==> src/hw/rtl/scq_pkg.sv <==
// ----------------------------------------------------------------------------
// scq_pkg
// Shared types, constants and helpers of the servo command queue serializer.
// ----------------------------------------------------------------------------
package scq_pkg;

    localparam int QUEUE_DEPTH = 16;
    localparam int PTR_W       = $clog2(QUEUE_DEPTH);
    localparam int CNT_W       = $clog2(QUEUE_DEPTH + 1);

    localparam int JOBQ_DEPTH  = 2;
    localparam int JOBQ_PTR_W  = $clog2(JOBQ_DEPTH);
    localparam int JOBQ_CNT_W  = $clog2(JOBQ_DEPTH + 1);

    typedef logic [1:0] t_cmd;
    localparam t_cmd CMD_ADD   = 2'd0;
    localparam t_cmd CMD_SEND  = 2'd1;
    localparam t_cmd CMD_CLEAR = 2'd2;

    typedef logic [1:0] t_status;
    localparam t_status STATUS_DONE  = 2'd0;
    localparam t_status STATUS_FULL  = 2'd1;
    localparam t_status STATUS_EMPTY = 2'd2;

    localparam logic [7:0] CHAR_HASH = 8'h23;
    localparam logic [7:0] CHAR_P    = 8'h50;
    localparam logic [7:0] CHAR_T    = 8'h54;
    localparam logic [7:0] CHAR_D    = 8'h44;
    localparam logic [7:0] CHAR_0    = 8'h30;
    localparam logic [7:0] CHAR_CR   = 8'h0D;
    localparam logic [7:0] CHAR_LF   = 8'h0A;

    localparam logic [11:0] PULSE_BASE = 12'd500;

    typedef struct packed {
        t_cmd        cmd;
        logic [7:0]  servo_channel;
        logic [10:0] position_q4;
        logic [15:0] move_time;
    } t_in_word;

    typedef struct packed {
        logic        byte_valid;
        logic [7:0]  out_byte;
        logic        last;
        t_status     status;
    } t_out_word;

    typedef struct packed {
        logic [7:0]  servo_channel;
        logic [10:0] position_q4;
        logic [15:0] move_time;
    } t_req;

    typedef struct packed {
        logic    is_send;
        t_status status;
        t_req    req;
    } t_job;

    function automatic logic [16:0] pow10(input logic [2:0] k);
        logic [16:0] v;
        unique case (k)
            3'd0:    v = 17'd1;
            3'd1:    v = 17'd10;
            3'd2:    v = 17'd100;
            3'd3:    v = 17'd1000;
            3'd4:    v = 17'd10000;
            default: v = 17'd1;
        endcase
        return v;
    endfunction

endpackage

==> src/hw/rtl/scq_front.sv <==
// ----------------------------------------------------------------------------
// scq_front
// Accepts command words, keeps the request queue and issues jobs to the back.
// ----------------------------------------------------------------------------
module scq_front (
    input  logic             i_clk,
    input  logic             i_rst_n,
    input  logic             push,
    output logic             full,
    input  scq_pkg::t_in_word i_cmd_word,
    output logic             o_job_push,
    output scq_pkg::t_job    o_job,
    input  logic             i_job_full
);

    scq_pkg::t_req                  r_mem [scq_pkg::QUEUE_DEPTH];
    scq_pkg::t_req                  r_rd_data;
    logic [scq_pkg::PTR_W-1:0]      r_rd_ptr, n_rd_ptr;
    logic [scq_pkg::PTR_W-1:0]      r_wr_ptr, n_wr_ptr;
    logic [scq_pkg::CNT_W-1:0]      r_count, n_count;
    logic                           r_pend, n_pend;
    logic                           accept;
    logic                           q_full, q_empty;
    logic                           mem_wr, mem_rd;
    scq_pkg::t_req                  wr_req;
    scq_pkg::t_status               imm_status;
    logic                           imm_push;

    localparam logic [scq_pkg::CNT_W-1:0] DEPTH_CNT = scq_pkg::CNT_W'(scq_pkg::QUEUE_DEPTH);
    localparam logic [scq_pkg::PTR_W-1:0] LAST_PTR  = scq_pkg::PTR_W'(scq_pkg::QUEUE_DEPTH - 1);

    assign full    = r_pend | i_job_full;
    assign accept  = push & ~full;
    assign q_full  = (r_count == DEPTH_CNT);
    assign q_empty = (r_count == '0);
    assign wr_req  = '{servo_channel: i_cmd_word.servo_channel,
                       position_q4:   i_cmd_word.position_q4,
                       move_time:     i_cmd_word.move_time};

    always_comb begin
        n_rd_ptr   = r_rd_ptr;
        n_wr_ptr   = r_wr_ptr;
        n_count    = r_count;
        n_pend     = 1'b0;
        mem_wr     = 1'b0;
        mem_rd     = 1'b0;
        imm_push   = 1'b0;
        imm_status = scq_pkg::STATUS_DONE;
        if (accept) begin
            unique case (i_cmd_word.cmd)
                scq_pkg::CMD_ADD: begin
                    imm_push = 1'b1;
                    if (q_full) begin
                        imm_status = scq_pkg::STATUS_FULL;
                    end else begin
                        mem_wr   = 1'b1;
                        n_wr_ptr = (r_wr_ptr == LAST_PTR) ? '0 : r_wr_ptr + 1'b1;
                        n_count  = r_count + 1'b1;
                    end
                end
                scq_pkg::CMD_SEND: begin
                    if (q_empty) begin
                        imm_push   = 1'b1;
                        imm_status = scq_pkg::STATUS_EMPTY;
                    end else begin
                        mem_rd   = 1'b1;
                        n_pend   = 1'b1;
                        n_rd_ptr = (r_rd_ptr == LAST_PTR) ? '0 : r_rd_ptr + 1'b1;
                        n_count  = r_count - 1'b1;
                    end
                end
                scq_pkg::CMD_CLEAR: begin
                    imm_push = 1'b1;
                    n_rd_ptr = '0;
                    n_wr_ptr = '0;
                    n_count  = '0;
                end
                default: begin
                    imm_push = 1'b1;
                end
            endcase
        end
    end

    assign o_job_push = imm_push | r_pend;
    always_comb begin
        if (r_pend) begin
            o_job = '{is_send: 1'b1, status: scq_pkg::STATUS_DONE, req: r_rd_data};
        end else begin
            o_job = '{is_send: 1'b0, status: imm_status, req: '0};
        end
    end

    always_ff @(posedge i_clk) begin
        if (mem_wr) begin
            r_mem[r_wr_ptr] <= wr_req;
        end
    end

    always_ff @(posedge i_clk) begin
        if (mem_rd) begin
            r_rd_data <= r_mem[r_rd_ptr];
        end
    end

    always_ff @(posedge i_clk) begin
        if (!i_rst_n) begin
            r_rd_ptr <= '0;
            r_wr_ptr <= '0;
            r_count  <= '0;
            r_pend   <= 1'b0;
        end else begin
            r_rd_ptr <= n_rd_ptr;
            r_wr_ptr <= n_wr_ptr;
            r_count  <= n_count;
            r_pend   <= n_pend;
        end
    end

`ifndef SYNTHESIS
    a_count_range: assert property (@(posedge i_clk) disable iff (!i_rst_n)
        r_count <= DEPTH_CNT)
        else $error("request queue count above depth");

    a_send_pends: assert property (@(posedge i_clk) disable iff (!i_rst_n)
        (accept && i_cmd_word.cmd == scq_pkg::CMD_SEND && !q_empty) |=> r_pend)
        else $error("send on non-empty queue did not start a read");

    a_pend_issues: assert property (@(posedge i_clk) disable iff (!i_rst_n)
        r_pend |-> (o_job_push && !i_job_full && o_job.is_send))
        else $error("pending send job not issued");
`endif

endmodule

==> src/hw/rtl/scq_job_fifo.sv <==
// ----------------------------------------------------------------------------
// scq_job_fifo
// Short job queue between the front and the back.
// ----------------------------------------------------------------------------
module scq_job_fifo (
    input  logic          i_clk,
    input  logic          i_rst_n,
    input  logic          i_push,
    input  scq_pkg::t_job i_job,
    output logic          o_full,
    input  logic          i_pop,
    output scq_pkg::t_job o_job,
    output logic          o_empty
);

    scq_pkg::t_job                      r_slot [scq_pkg::JOBQ_DEPTH];
    logic [scq_pkg::JOBQ_PTR_W-1:0]     r_rd_ptr, r_wr_ptr;
    logic [scq_pkg::JOBQ_CNT_W-1:0]     r_count;
    logic                               do_push, do_pop;

    localparam logic [scq_pkg::JOBQ_CNT_W-1:0] DEPTH_CNT =
        scq_pkg::JOBQ_CNT_W'(scq_pkg::JOBQ_DEPTH);
    localparam logic [scq_pkg::JOBQ_PTR_W-1:0] LAST_PTR =
        scq_pkg::JOBQ_PTR_W'(scq_pkg::JOBQ_DEPTH - 1);

    assign o_full  = (r_count == DEPTH_CNT);
    assign o_empty = (r_count == '0);
    assign do_push = i_push & ~o_full;
    assign do_pop  = i_pop & ~o_empty;
    assign o_job   = r_slot[r_rd_ptr];

    always_ff @(posedge i_clk) begin
        if (do_push) begin
            r_slot[r_wr_ptr] <= i_job;
        end
    end

    always_ff @(posedge i_clk) begin
        if (!i_rst_n) begin
            r_rd_ptr <= '0;
            r_wr_ptr <= '0;
            r_count  <= '0;
        end else begin
            if (do_push) begin
                r_wr_ptr <= (r_wr_ptr == LAST_PTR) ? '0 : r_wr_ptr + 1'b1;
            end
            if (do_pop) begin
                r_rd_ptr <= (r_rd_ptr == LAST_PTR) ? '0 : r_rd_ptr + 1'b1;
            end
            if (do_push && !do_pop) begin
                r_count <= r_count + 1'b1;
            end else if (do_pop && !do_push) begin
                r_count <= r_count - 1'b1;
            end
        end
    end

endmodule

==> src/hw/rtl/scq_back.sv <==
// ----------------------------------------------------------------------------
// scq_back
// Runs jobs one at a time: emits status words and serializes send lines byte by byte.
// ----------------------------------------------------------------------------
module scq_back (
    input  logic               i_clk,
    input  logic               i_rst_n,
    input  logic               i_job_empty,
    input  scq_pkg::t_job      i_job,
    output logic               o_job_pop,
    input  logic               pop,
    output logic               empty,
    output scq_pkg::t_out_word o_rsp_word
);

    typedef enum logic [10:0] {
        S_IDLE  = 11'b000_0000_0001,
        S_CHAN  = 11'b000_0000_0010,
        S_P     = 11'b000_0000_0100,
        S_PULSE = 11'b000_0000_1000,
        S_T     = 11'b000_0001_0000,
        S_TIME  = 11'b000_0010_0000,
        S_D     = 11'b000_0100_0000,
        S_ZERO  = 11'b000_1000_0000,
        S_CR    = 11'b001_0000_0000,
        S_LF    = 11'b010_0000_0000
    } t_state;

    t_state              r_state, n_state;
    logic [16:0]         r_val, n_val;
    logic [2:0]          r_k, n_k;
    logic                r_started, n_started;
    logic [11:0]         r_pulse, n_pulse;
    logic [15:0]         r_time, n_time;
    logic                r_out_vld;
    scq_pkg::t_out_word  r_out;
    logic                adv, emit;
    scq_pkg::t_out_word  word;
    logic [16:0]         rem, step;
    logic [3:0]          dig;
    logic [13:0]         pos_x5;
    logic [11:0]         pulse_calc;

    function automatic scq_pkg::t_out_word char_word(input logic [7:0] c);
        scq_pkg::t_out_word w;
        w = '{byte_valid: 1'b1, out_byte: c, last: 1'b0, status: scq_pkg::STATUS_DONE};
        return w;
    endfunction

    assign adv        = ~r_out_vld | pop;
    assign empty      = ~r_out_vld;
    assign o_rsp_word = r_out;
    assign pos_x5     = {3'b000, i_job.req.position_q4} + {1'b0, i_job.req.position_q4, 2'b00};
    assign pulse_calc = scq_pkg::PULSE_BASE + pos_x5[13:2];

    // one decimal digit of r_val at weight 10^r_k, binary-weighted compare-subtract
    always_comb begin
        rem = r_val;
        dig = 4'd0;
        for (int b = 3; b >= 0; b--) begin
            step = scq_pkg::pow10(r_k) << b;
            if (rem >= step) begin
                rem    = rem - step;
                dig[b] = 1'b1;
            end
        end
    end

    always_comb begin
        n_state   = r_state;
        n_val     = r_val;
        n_k       = r_k;
        n_started = r_started;
        n_pulse   = r_pulse;
        n_time    = r_time;
        emit      = 1'b0;
        word      = '0;
        o_job_pop = 1'b0;
        if (adv) begin
            unique case (r_state)
                S_IDLE: begin
                    if (!i_job_empty) begin
                        o_job_pop = 1'b1;
                        emit      = 1'b1;
                        if (i_job.is_send) begin
                            word      = char_word(scq_pkg::CHAR_HASH);
                            n_state   = S_CHAN;
                            n_val     = {9'd0, i_job.req.servo_channel};
                            n_k       = 3'd2;
                            n_started = 1'b0;
                            n_pulse   = pulse_calc;
                            n_time    = i_job.req.move_time;
                        end else begin
                            word = '{byte_valid: 1'b0, out_byte: 8'd0, last: 1'b1,
                                     status: i_job.status};
                        end
                    end
                end
                S_CHAN, S_PULSE, S_TIME: begin
                    if (dig != 4'd0 || r_started || r_k == 3'd0) begin
                        emit      = 1'b1;
                        word      = char_word(scq_pkg::CHAR_0 + {4'd0, dig});
                        n_started = 1'b1;
                    end
                    n_val = rem;
                    n_k   = r_k - 1'b1;
                    if (r_k == 3'd0) begin
                        priority if (r_state == S_CHAN) begin
                            n_state = S_P;
                        end else if (r_state == S_PULSE) begin
                            n_state = S_T;
                        end else begin
                            n_state = S_D;
                        end
                    end
                end
                S_P: begin
                    emit      = 1'b1;
                    word      = char_word(scq_pkg::CHAR_P);
                    n_val     = {5'd0, r_pulse};
                    n_k       = 3'd3;
                    n_started = 1'b0;
                    n_state   = S_PULSE;
                end
                S_T: begin
                    emit      = 1'b1;
                    word      = char_word(scq_pkg::CHAR_T);
                    n_val     = {1'b0, r_time};
                    n_k       = 3'd4;
                    n_started = 1'b0;
                    n_state   = S_TIME;
                end
                S_D: begin
                    emit    = 1'b1;
                    word    = char_word(scq_pkg::CHAR_D);
                    n_state = S_ZERO;
                end
                S_ZERO: begin
                    emit    = 1'b1;
                    word    = char_word(scq_pkg::CHAR_0);
                    n_state = S_CR;
                end
                S_CR: begin
                    emit    = 1'b1;
                    word    = char_word(scq_pkg::CHAR_CR);
                    n_state = S_LF;
                end
                S_LF: begin
                    emit      = 1'b1;
                    word      = char_word(scq_pkg::CHAR_LF);
                    word.last = 1'b1;
                    n_state   = S_IDLE;
                end
                default: begin
                    n_state = S_IDLE;
                end
            endcase
        end
    end

    always_ff @(posedge i_clk) begin
        r_val     <= n_val;
        r_k       <= n_k;
        r_started <= n_started;
        r_pulse   <= n_pulse;
        r_time    <= n_time;
        if (adv) begin
            r_out <= word;
        end
    end

    always_ff @(posedge i_clk) begin
        if (!i_rst_n) begin
            r_state   <= S_IDLE;
            r_out_vld <= 1'b0;
        end else begin
            r_state <= n_state;
            if (adv) begin
                r_out_vld <= emit;
            end
        end
    end

`ifndef SYNTHESIS
    a_bytes_done: assert property (@(posedge i_clk) disable iff (!i_rst_n)
        (r_out_vld && r_out.byte_valid) |-> (r_out.status == scq_pkg::STATUS_DONE))
        else $error("serial byte with non-done status");

    a_line_ends_lf: assert property (@(posedge i_clk) disable iff (!i_rst_n)
        (r_out_vld && r_out.byte_valid && r_out.last) |-> (r_out.out_byte == scq_pkg::CHAR_LF))
        else $error("line closed by a byte other than LF");

    a_pop_idle: assert property (@(posedge i_clk) disable iff (!i_rst_n)
        o_job_pop |-> (r_state == S_IDLE && !i_job_empty))
        else $error("job taken while busy");
`endif

endmodule

==> src/hw/rtl/servo_command_queue_serializer.sv <==
// ----------------------------------------------------------------------------
// servo_command_queue_serializer
// Servo request queue with an ASCII command line serializer.
// ----------------------------------------------------------------------------
// Usage:
//   Command words enter on i_cmd_word, taken when push is high and full low.
//   Add queues a request (16 deep), send pops the oldest and emits the line
//   '#'<chan>'P'<pulse>'T'<time>'D0' CR LF one byte per result word, clear
//   empties the queue. Result words leave on o_rsp_word while empty is low
//   and are taken when pop is high. Every command ends with a word with last.
//   A result word passes the job queue and the output register; a send
//   first reads the request storage. A send steps the serializer through
//   a state per character and per decimal digit place (3, 4 and 5 places),
//   the digit unit resolving one place a cycle unless the receiver stalls.
//   A two-entry job queue lets commands be accepted while a line is going
//   out; full rises when it fills, and for one cycle after a send while the
//   request storage read completes.
//   Reset empties the request queue, the job queue and the output register.
//   When the receiver stalls, the current word holds and the serializer
//   waits; the front keeps accepting until the job queue is full.
// ----------------------------------------------------------------------------
module servo_command_queue_serializer (
    input  logic               i_clk,
    input  logic               i_rst_n,
    input  logic               push,
    output logic               full,
    input  scq_pkg::t_in_word  i_cmd_word,
    output logic               empty,
    input  logic               pop,
    output scq_pkg::t_out_word o_rsp_word
);

    logic          job_push, job_full, job_pop, job_empty;
    scq_pkg::t_job job_in, job_out;

    scq_front u_front (
        .i_clk      (i_clk),
        .i_rst_n    (i_rst_n),
        .push       (push),
        .full       (full),
        .i_cmd_word (i_cmd_word),
        .o_job_push (job_push),
        .o_job      (job_in),
        .i_job_full (job_full)
    );

    scq_job_fifo u_job_fifo (
        .i_clk   (i_clk),
        .i_rst_n (i_rst_n),
        .i_push  (job_push),
        .i_job   (job_in),
        .o_full  (job_full),
        .i_pop   (job_pop),
        .o_job   (job_out),
        .o_empty (job_empty)
    );

    scq_back u_back (
        .i_clk       (i_clk),
        .i_rst_n     (i_rst_n),
        .i_job_empty (job_empty),
        .i_job       (job_out),
        .o_job_pop   (job_pop),
        .pop         (pop),
        .empty       (empty),
        .o_rsp_word  (o_rsp_word)
    );

endmodule

==> config.mk <==
export PLATFORM = sky130hd
export DESIGN_NAME = servo_command_queue_serializer
export DESIGN_NICKNAME = d
export VERILOG_FILES = /design/src/hw/rtl/scq_pkg.sv /design/src/hw/rtl/scq_front.sv /design/src/hw/rtl/scq_job_fifo.sv /design/src/hw/rtl/scq_back.sv /design/src/hw/rtl/servo_command_queue_serializer.sv
export SDC_FILE = /design/constraint.sdc
export NUM_CORES = 1
export LEC_CHECK = 0
export BUFFER_PORTS_ARGS = -buffer_cell sky130_fd_sc_hd__buf_2
export CORE_ASPECT_RATIO = 0.5
export CORE_MARGIN = 1
export CORE_UTILIZATION = 54
export CTS_CLUSTER_DIAMETER = 150
export CTS_CLUSTER_SIZE = 24
export DETAILED_ROUTE_END_ITERATION = 8
export HOLD_SLACK_MARGIN = 0.02
export PLACE_DENSITY = 0.7
export SLEW_MARGIN = 15
export SYNTH_ARGS = -nofsm -noshare
export SYNTH_HDL_FRONTEND = slang
export SYNTH_HIERARCHICAL = 1
export SYNTH_SLANG_ARGS = --single-unit
==> constraint.sdc <==
create_clock -name i_clk -period 22.1 [get_ports i_clk]
set_clock_uncertainty 0.2 [all_clocks]
set_input_delay 3.315 -clock i_clk [delete_from_list [all_inputs] [get_ports i_clk]]
set_output_delay 3.315 -clock i_clk [all_outputs]
set_load 0.01 [all_outputs]
==> metrics.md, run 1 <==
| Metric | Value |
|---|---|
| Fin Hold WS | 0.277 ns |
| Max-Cap Viols | 0 |
| DR WL/cell | 24.1 um |
| Initial core utilization | 54.8% |
| Row count | 64 |
| Number of cells produced by synthesis | 2067 |
| WS Path Type | flip-flop to flip-flop |
| Die height | 178 um |
| Fill count | 4665 |
| CP Buf/Inv Count | 5 |
| Critical path's slowest cell | o21ai_0 |
| Worst rel slew slack | 29.0% |
| Class of the worst hold path | flip-flop to flip-flop |
| Syn_area_per_cell | 16.3 um2 |
| Final worst slack | 8.21 ns |
| Reg area | 0.0226 mm2 |
| CTS Hold Bufs | 0 |
| Final Cycle Share | 62.8% |
| Worst hold start | u_back/r_state[8] |
| Vias per cell | 6.19 |
| Port buffer count | 53 |
| Top_reg_cell synth | edfxtp_1 |
| Final period demand of the worst path | 13.89 ns |
| Startpoint Class | flip-flop |
| HPWL after DPL | 43200 um |
| FF-to-FF End | u_back/r_val[2] |
| Worst R2R Setup Slack | 8.21 ns |
| Fin Setup TNS | 0 ns |
| Clock Tree Root | clkbuf_16 |
| Met3 Usage GRT | 3.19% |
| Hold path depth | 2 |
| CP required | 22.21 ns |
| Pin count of the biggest net entering global routing | 53 |
| Reg2reg start | u_back/r_k[0] |
| Met1 GRT Util | 32.1% |
| Core ar. | 0.0613 mm2 |
| Layout cells sized above 1 | 17.4% |
| Cts bufs inserted | 37 |
| Die area | 0.0633 mm2 |
| Reg clk slew, reported paths | 0.10 ns |
| Detail Route Antenna Nets | 0 |
| Outcome | completed |
| Most Crowded Layer GR | met2 |
| Worst Reg2Reg Path Length in Cells | 47 |
| CTS sink cnt | 761 |
| Clk Latency, worst-skew pair | 0.56 ns |
| DRC errors left | 0 |
| First-pass GRT wire length | 107000 um |
| Area delta synth->final | 6.60% |
| Multi-input logic area | 0.0106 mm2 |
| Area post-placement | 0.0349 mm2 |
| Routability cong. | 0.904 |
| Largest family of logic cells by synthesized area | multiplexers |
| Syn Std Cell Area | 0.0336 mm2 |
| Synth warnings | 6 |
| H-tree Lvls | 2 |
| Vias | 18100 |
| Async set or reset register ratio after synthesis | 0% |
| GR Overflow Total | 0 |
| Met2 Usage GRT | 36.8% |
| CTS tree | yes |
| Drt pass-1 iters | 6 |
| Hold-critical path endpoint | u_back/r_state[8] |
| Post CTS Setup Buffer Count | 0 |
| Most frequent cells in the layout | 731 x edfxtp_1, 140 x mux4_2, 101 x a21oi_1 |
| Total I/O pin count | 55 |
| Die Span X | 355 um |
| Initial antenna violation count | 5 |
| Post-Synth Simple-Gate Area | 6.99% |
| Number of flops mapped to enable cells by yosys | 731 |
| Vias in the first global route | 17300 |
| Detailed Route Iter0 Violations | 1691 |
| Longest Clk Path Bufs | 3 |
| Slew @ Worst Pin | 1.06 ns |
| Maximum clock rate | 72.0 MHz |
| Mux cell area share after synthesis | 12.3% |
| Synth Area in XOR/XNOR | 1.54% |
| Final Max Tran Viols | 0 |
| Post-synthesis cell type count | 91 |
| Commonest non-fill, non-tap cell in the layout | edfxtp_1 |
| CP max FO | 28 |
| Resized Gates After CTS | 0 |
| Crit end category | flip-flop |
| Final setup vio count | 0 |
| Gr usage total | 22.4% |
| Adder-cell share of the synthesized area | 2.94% |
| Dpl ws | 8.47 ns |
| Syn_nets | 2184 |
| Hold Fails Final Rpt | 0 |
| RSZ-0062 raised after global routing | no |
| Final WL | 70700 um |
| CP arrival | 14.00 ns |
| Compound-Gate Fraction of Synth Area | 7.22% |
| Nets | 2212 |
| CP max stage delay | 0.66 ns |
| Crit path max-delay family | compound AO/OA/AOI/OAI gates |
| Synth Register Bits | 761 |
| Final Cell Area | 0.0358 mm2 |
| Post-synthesis sequential area ratio | 67.1% |
logic make-up (layout without fill, tap and decap cells):
| family | after synthesis | count (layout) |
|---|---|---|
| xor gates and xnor gates | 59 | 59 |
| AOI/OAI and AO/OA | 359 | 359 |
| DFF | 761 | 761 |
| other | 1 | 5 |
| and+or+nand+nor | 432 | 432 |
| buffers and inverters | 146 | 181 |
| adders and majority gates | 76 | 76 |
| muxes | 233 | 233 |
stage by stage:
step | util (%) | std cells
4_1_cts | 58.4 | 2927
5_1_grt | 58.4 | 2927
2_1_floorplan | - | 2067
3_5_place_dp | 56.8 | 2881
6_report | 58.4 | 2931
3_3_place_gp | 56.8 | 2881
cells in the mapped netlist (6+ instances only):
cell type    n  area (um2)
edfxtp_1   731       22000
mux4_2     140        3150
a21oi_1    101         505
nand2_1     90         338
nor2_1      76         285
ha_1        71         888
o21ai_0     61         305
clkbuf_1    52         195
nor2b_1     52         325
and2_1      48         300
inv_1       47         176
mux2i_1     47         470
mux2_2      44         495
a211oi_1    40         300
xnor2_1     38         333
nand3_1     31         155
dfxtp_1     30         601
buf_2       26         130
nor3_1      25         125
a21o_1      22         165
nand2b_1    22         138
xor2_1      21         184
nand4_1     18         113
o211ai_1    14         105
o21a_1      14         105
buf_4       13        97.6
a31oi_1     11        68.8
nand3b_1    11        82.6
o31ai_1     10        75.1
or3_1       10        62.6
nor3b_1      8        60.1
o21ai_1      8        40.0
a21boi_0     7        52.6
nor4_1       7        43.8
a22oi_1      6        45.0
or2_2        6        37.5
final cells by class:
| cell class | instances | area share, % |
|---|---|---|
| flip-flops and latches | 761 | 63.0 |
| multi-input cells | 1160 | 29.5 |
| well taps | 825 | 2.88 |
| clock buffers | 43 | 2.65 |
| repair buffers | 85 | 1.41 |
| inverters | 50 | 0.524 |
| clock inverters | 3 | 0.0733 |
| diodes | 4 | 0.0279 |
flip-flops by register name, indices dropped and copies added (netlist names), 2 cells and up, named ones only:
| name | count |
|---|---|
| u_job_fifo/r_slot | 76 |
| u_back/r_time | 16 |
| u_back/r_k | 3 |
| u_job_fifo/r_count | 2 |
| u_front/r_rd_data | 35 |
| u_back/r_state | 10 |
| u_front/r_rd_ptr | 4 |
| u_front/r_count | 5 |
| u_front/r_wr_ptr | 4 |
| u_back/o_rsp_word | 11 |
| u_back/r_pulse | 12 |
| u_back/r_val | 17 |
| u_front/r_mem | 560 |
worst max-delay path by stage:
stage / start / end / slack, ns / cells past startpoint
after floorplan: u_back/r_k[0] / u_back/r_val[2] / 10.71 / 50
after global placement: u_back/r_k[0] / u_back/r_val[2] / 8.77 / 48
after detailed placement: u_back/r_k[0] / u_back/r_val[2] / 8.47 / 48
after CTS: u_back/r_k[0] / u_back/r_val[2] / 8.41 / 47
after global routing: u_back/r_k[0] / u_back/r_val[2] / 7.20 / 47
final: u_back/r_k[0] / u_back/r_val[2] / 8.21 / 47
layer usage:
| layer | part of all wire, % | wire, um | vias to the layer above |
|---|---|---|---|
| met5 | 0 | 0 | - |
| met4 | 2.0 | 1400 | 0 |
| met3 | 6.0 | 4270 | 93 |
| met2 | 48 | 33700 | 509 |
| met1 | 44 | 31400 | 9288 |
| li1 | - | - | 8240 |
tightest hold or removal path: cells and delay by family, from the launching register on:
family / cells / cell delay (ns)
flops: 1 / 0.34
compound gates: 1 / 0.05
simple gates: 1 / 0.06
Power of run 1 is not shown: default switching activity piles up to over one toggle a cycle in this logic, so the estimate is an artifact.
==> run 2: changes to the inputs <==
- clock period: 22.1 -> 13.8 ns (I/O delays scaled with it)
==> metrics.md, run 2 (synthesis gave the netlist of run 1 again) <==
| Metric | Value |
|---|---|
| Final WL | 71000 um (was 70700 um) |
| CP required | 13.93 ns (was 22.21 ns) |
| Hold Fails Final Rpt | 0 (unchanged) |
| Final setup vio count | 0 (unchanged) |
| DR WL/cell | 24.2 um (was 24.1 um) |
| Worst Setup EP | u_back/r_val[2] (unchanged) |
| Final Max Tran Viols | 0 (unchanged) |
| Most frequent cells in the layout | 731 x edfxtp_1, 140 x mux4_2, 101 x a21oi_1 (unchanged) |
| Worst R2R Setup Slack | 1.05 ns (was 8.21 ns) |
| Vias | 18000 (was 18100) |
| Vias in the first global route | 17700 (was 17300) |
| Drt pass-1 iters | 6 (unchanged) |
| Final period demand of the worst path | 12.75 ns (was 13.89 ns) |
| Resized Gates After CTS | 0 (unchanged) |
| RSZ-0062 raised after global routing | no (unchanged) |
| Core ar. | 0.0613 mm2 (unchanged) |
| Top reg by flops | u_front/r_mem (unchanged) |
| Routability cong. | 0.936 (was 0.904) |
| Die area | 0.0633 mm2 (unchanged) |
| Critical path's slowest cell | nor2_1 (was o21ai_0) |
| Startpoint Class | flip-flop (unchanged) |
| WS Path Type | flip-flop to flip-flop (unchanged) |
| Row count | 64 (unchanged) |
| Worst Reg2Reg Path Length in Cells | 44 (was 47) |
| DRC errors left | 0 (unchanged) |
| Slew @ Worst Pin | 1.06 ns (about the same) |
| Reg clk slew, reported paths | 0.10 ns (about the same) |
| Detailed Route Iter0 Violations | 1837 (was 1691) |
| Final Cycle Share | 92.4% (was 62.8%) |
| Pin count of the biggest net entering global routing | 60 (was 53) |
| Maximum clock rate | 78.5 MHz (was 72.0 MHz) |
| Die Span X | 355 um (unchanged) |
| Cts bufs inserted | 37 (unchanged) |
| Clock Tree Root | clkbuf_16 (unchanged) |
| First-pass GRT wire length | 107000 um (about the same) |
| Reg2reg start | u_back/r_k[0] (unchanged) |
| Largest register FFs | 560 (unchanged) |
| Crit path top cell by count | ha_1 |
| Initial antenna violation count | 3 (was 5) |
| Die height | 178 um (unchanged) |
| Max-Cap Viols | 0 (unchanged) |
| Layout cells sized above 1 | 17.5% (was 17.4%) |
| Commonest non-fill, non-tap cell in the layout | edfxtp_1 (unchanged) |
| CTS Hold Bufs | 0 (unchanged) |
| Total I/O pin count | 55 (unchanged) |
| Final Cell Area | 0.0359 mm2 (was 0.0358 mm2) |
| Area post-placement | 0.0349 mm2 (about the same) |
| Post CTS Setup Buffer Count | 0 (unchanged) |
| Gr usage total | 22.7% (was 22.4%) |
| CP max FO | 28 (unchanged) |
| Fin Setup TNS | 0 ns (unchanged) |
| Area delta synth->final | 6.76% (was 6.60%) |
| CP max stage delay | 0.60 ns (was 0.66 ns) |
| Crit end category | flip-flop (unchanged) |
| Largest registers | u_front/r_mem (560), u_job_fifo/r_slot (76), u_front/r_rd_data (35) (unchanged) |
| Nets | 2215 (was 2212) |
| H-tree Lvls | 2 (unchanged) |
| Critical path launch point | u_back/r_k[0] (unchanged) |
| Outcome | completed (unchanged) |
| HPWL after DPL | 43200 um (about the same) |
| CP arrival | 12.88 ns (was 14.00 ns) |
| Worst rel slew slack | 29.1% (was 29.0%) |
| Vias per cell | 6.15 (was 6.19) |
| Class of the worst hold path | flip-flop to flip-flop (unchanged) |
| Clk Latency, worst-skew pair | 0.58 ns (was 0.56 ns) |
| Port buffer count | 53 (unchanged) |
| FF-to-FF End | u_back/r_val[2] (unchanged) |
| Initial core utilization | 54.8% (unchanged) |
| GR Overflow Total | 0 (unchanged) |
| Fin Hold WS | 0.284 ns (was 0.277 ns) |
| Longest Clk Path Bufs | 3 (unchanged) |
| CTS sink cnt | 761 (unchanged) |
| Detail Route Antenna Nets | 0 (unchanged) |
| CTS tree | yes (unchanged) |
[run 2: area by class of cell]
cell class,count,area [um2]
antenna,1,2.50
clock buffer,43,970
clock inverter,3,45.0
fill,4656,25400
inverter,50,188
multi-input combinational,1160,10600
sequential,761,22600
tap,825,1030
timing repair buffer,88,528
[run 2: through the flow]
step	worst slack, ns	util, %	std cells
floorplan	2.41	-	2067
global placement	1.49	56.9	2884
detailed placement	1.30	56.9	2884
CTS	1.23	58.5	2930
global route	0.0371	58.5	2930
finish	1.05	58.5	2931
[run 2: worst max-delay path: cells and delay by family, from the launching register on]
family                   cells  cell delay, ns
AO/OA/AOI/OAI               15            3.76
multiplexers                 2            0.75
adder cells (fa/ha/maj)      6            1.94
AND/OR/NAND/NOR             18            4.90
buffers and inverters        3            0.47
flip-flops                   1            0.45
[run 2: routing by layer]
layer / up-vias / GRT usage [%] / part of all wire, % / routed length (um)
li1: 8230 / - / - / -
met1: 9278 / 33.1 / 46 / 32500
met2: 455 / 37.2 / 47 / 33500
met3: 75 / 3.01 / 5.7 / 4060
met4: 0 / 3.95 / 1.4 / 981
met5: - / 0 / 0 / 0
[run 2: how the worst min path moves through the flow]
stage,start,end,slack (ns),cells after the start
after floorplan,u_back/r_state[8],u_back/r_state[8],0.25,2
after global placement,u_back/r_state[8],u_back/r_state[8],0.26,2
after detailed placement,u_back/r_state[8],u_back/r_state[8],0.27,2
after CTS,u_back/r_state[8],u_back/r_state[8],0.28,2
after global routing,u_back/r_state[8],u_back/r_state[8],0.31,2
final,u_back/r_state[8],u_back/r_state[8],0.28,2
Power of run 2 is left out for the same reason.
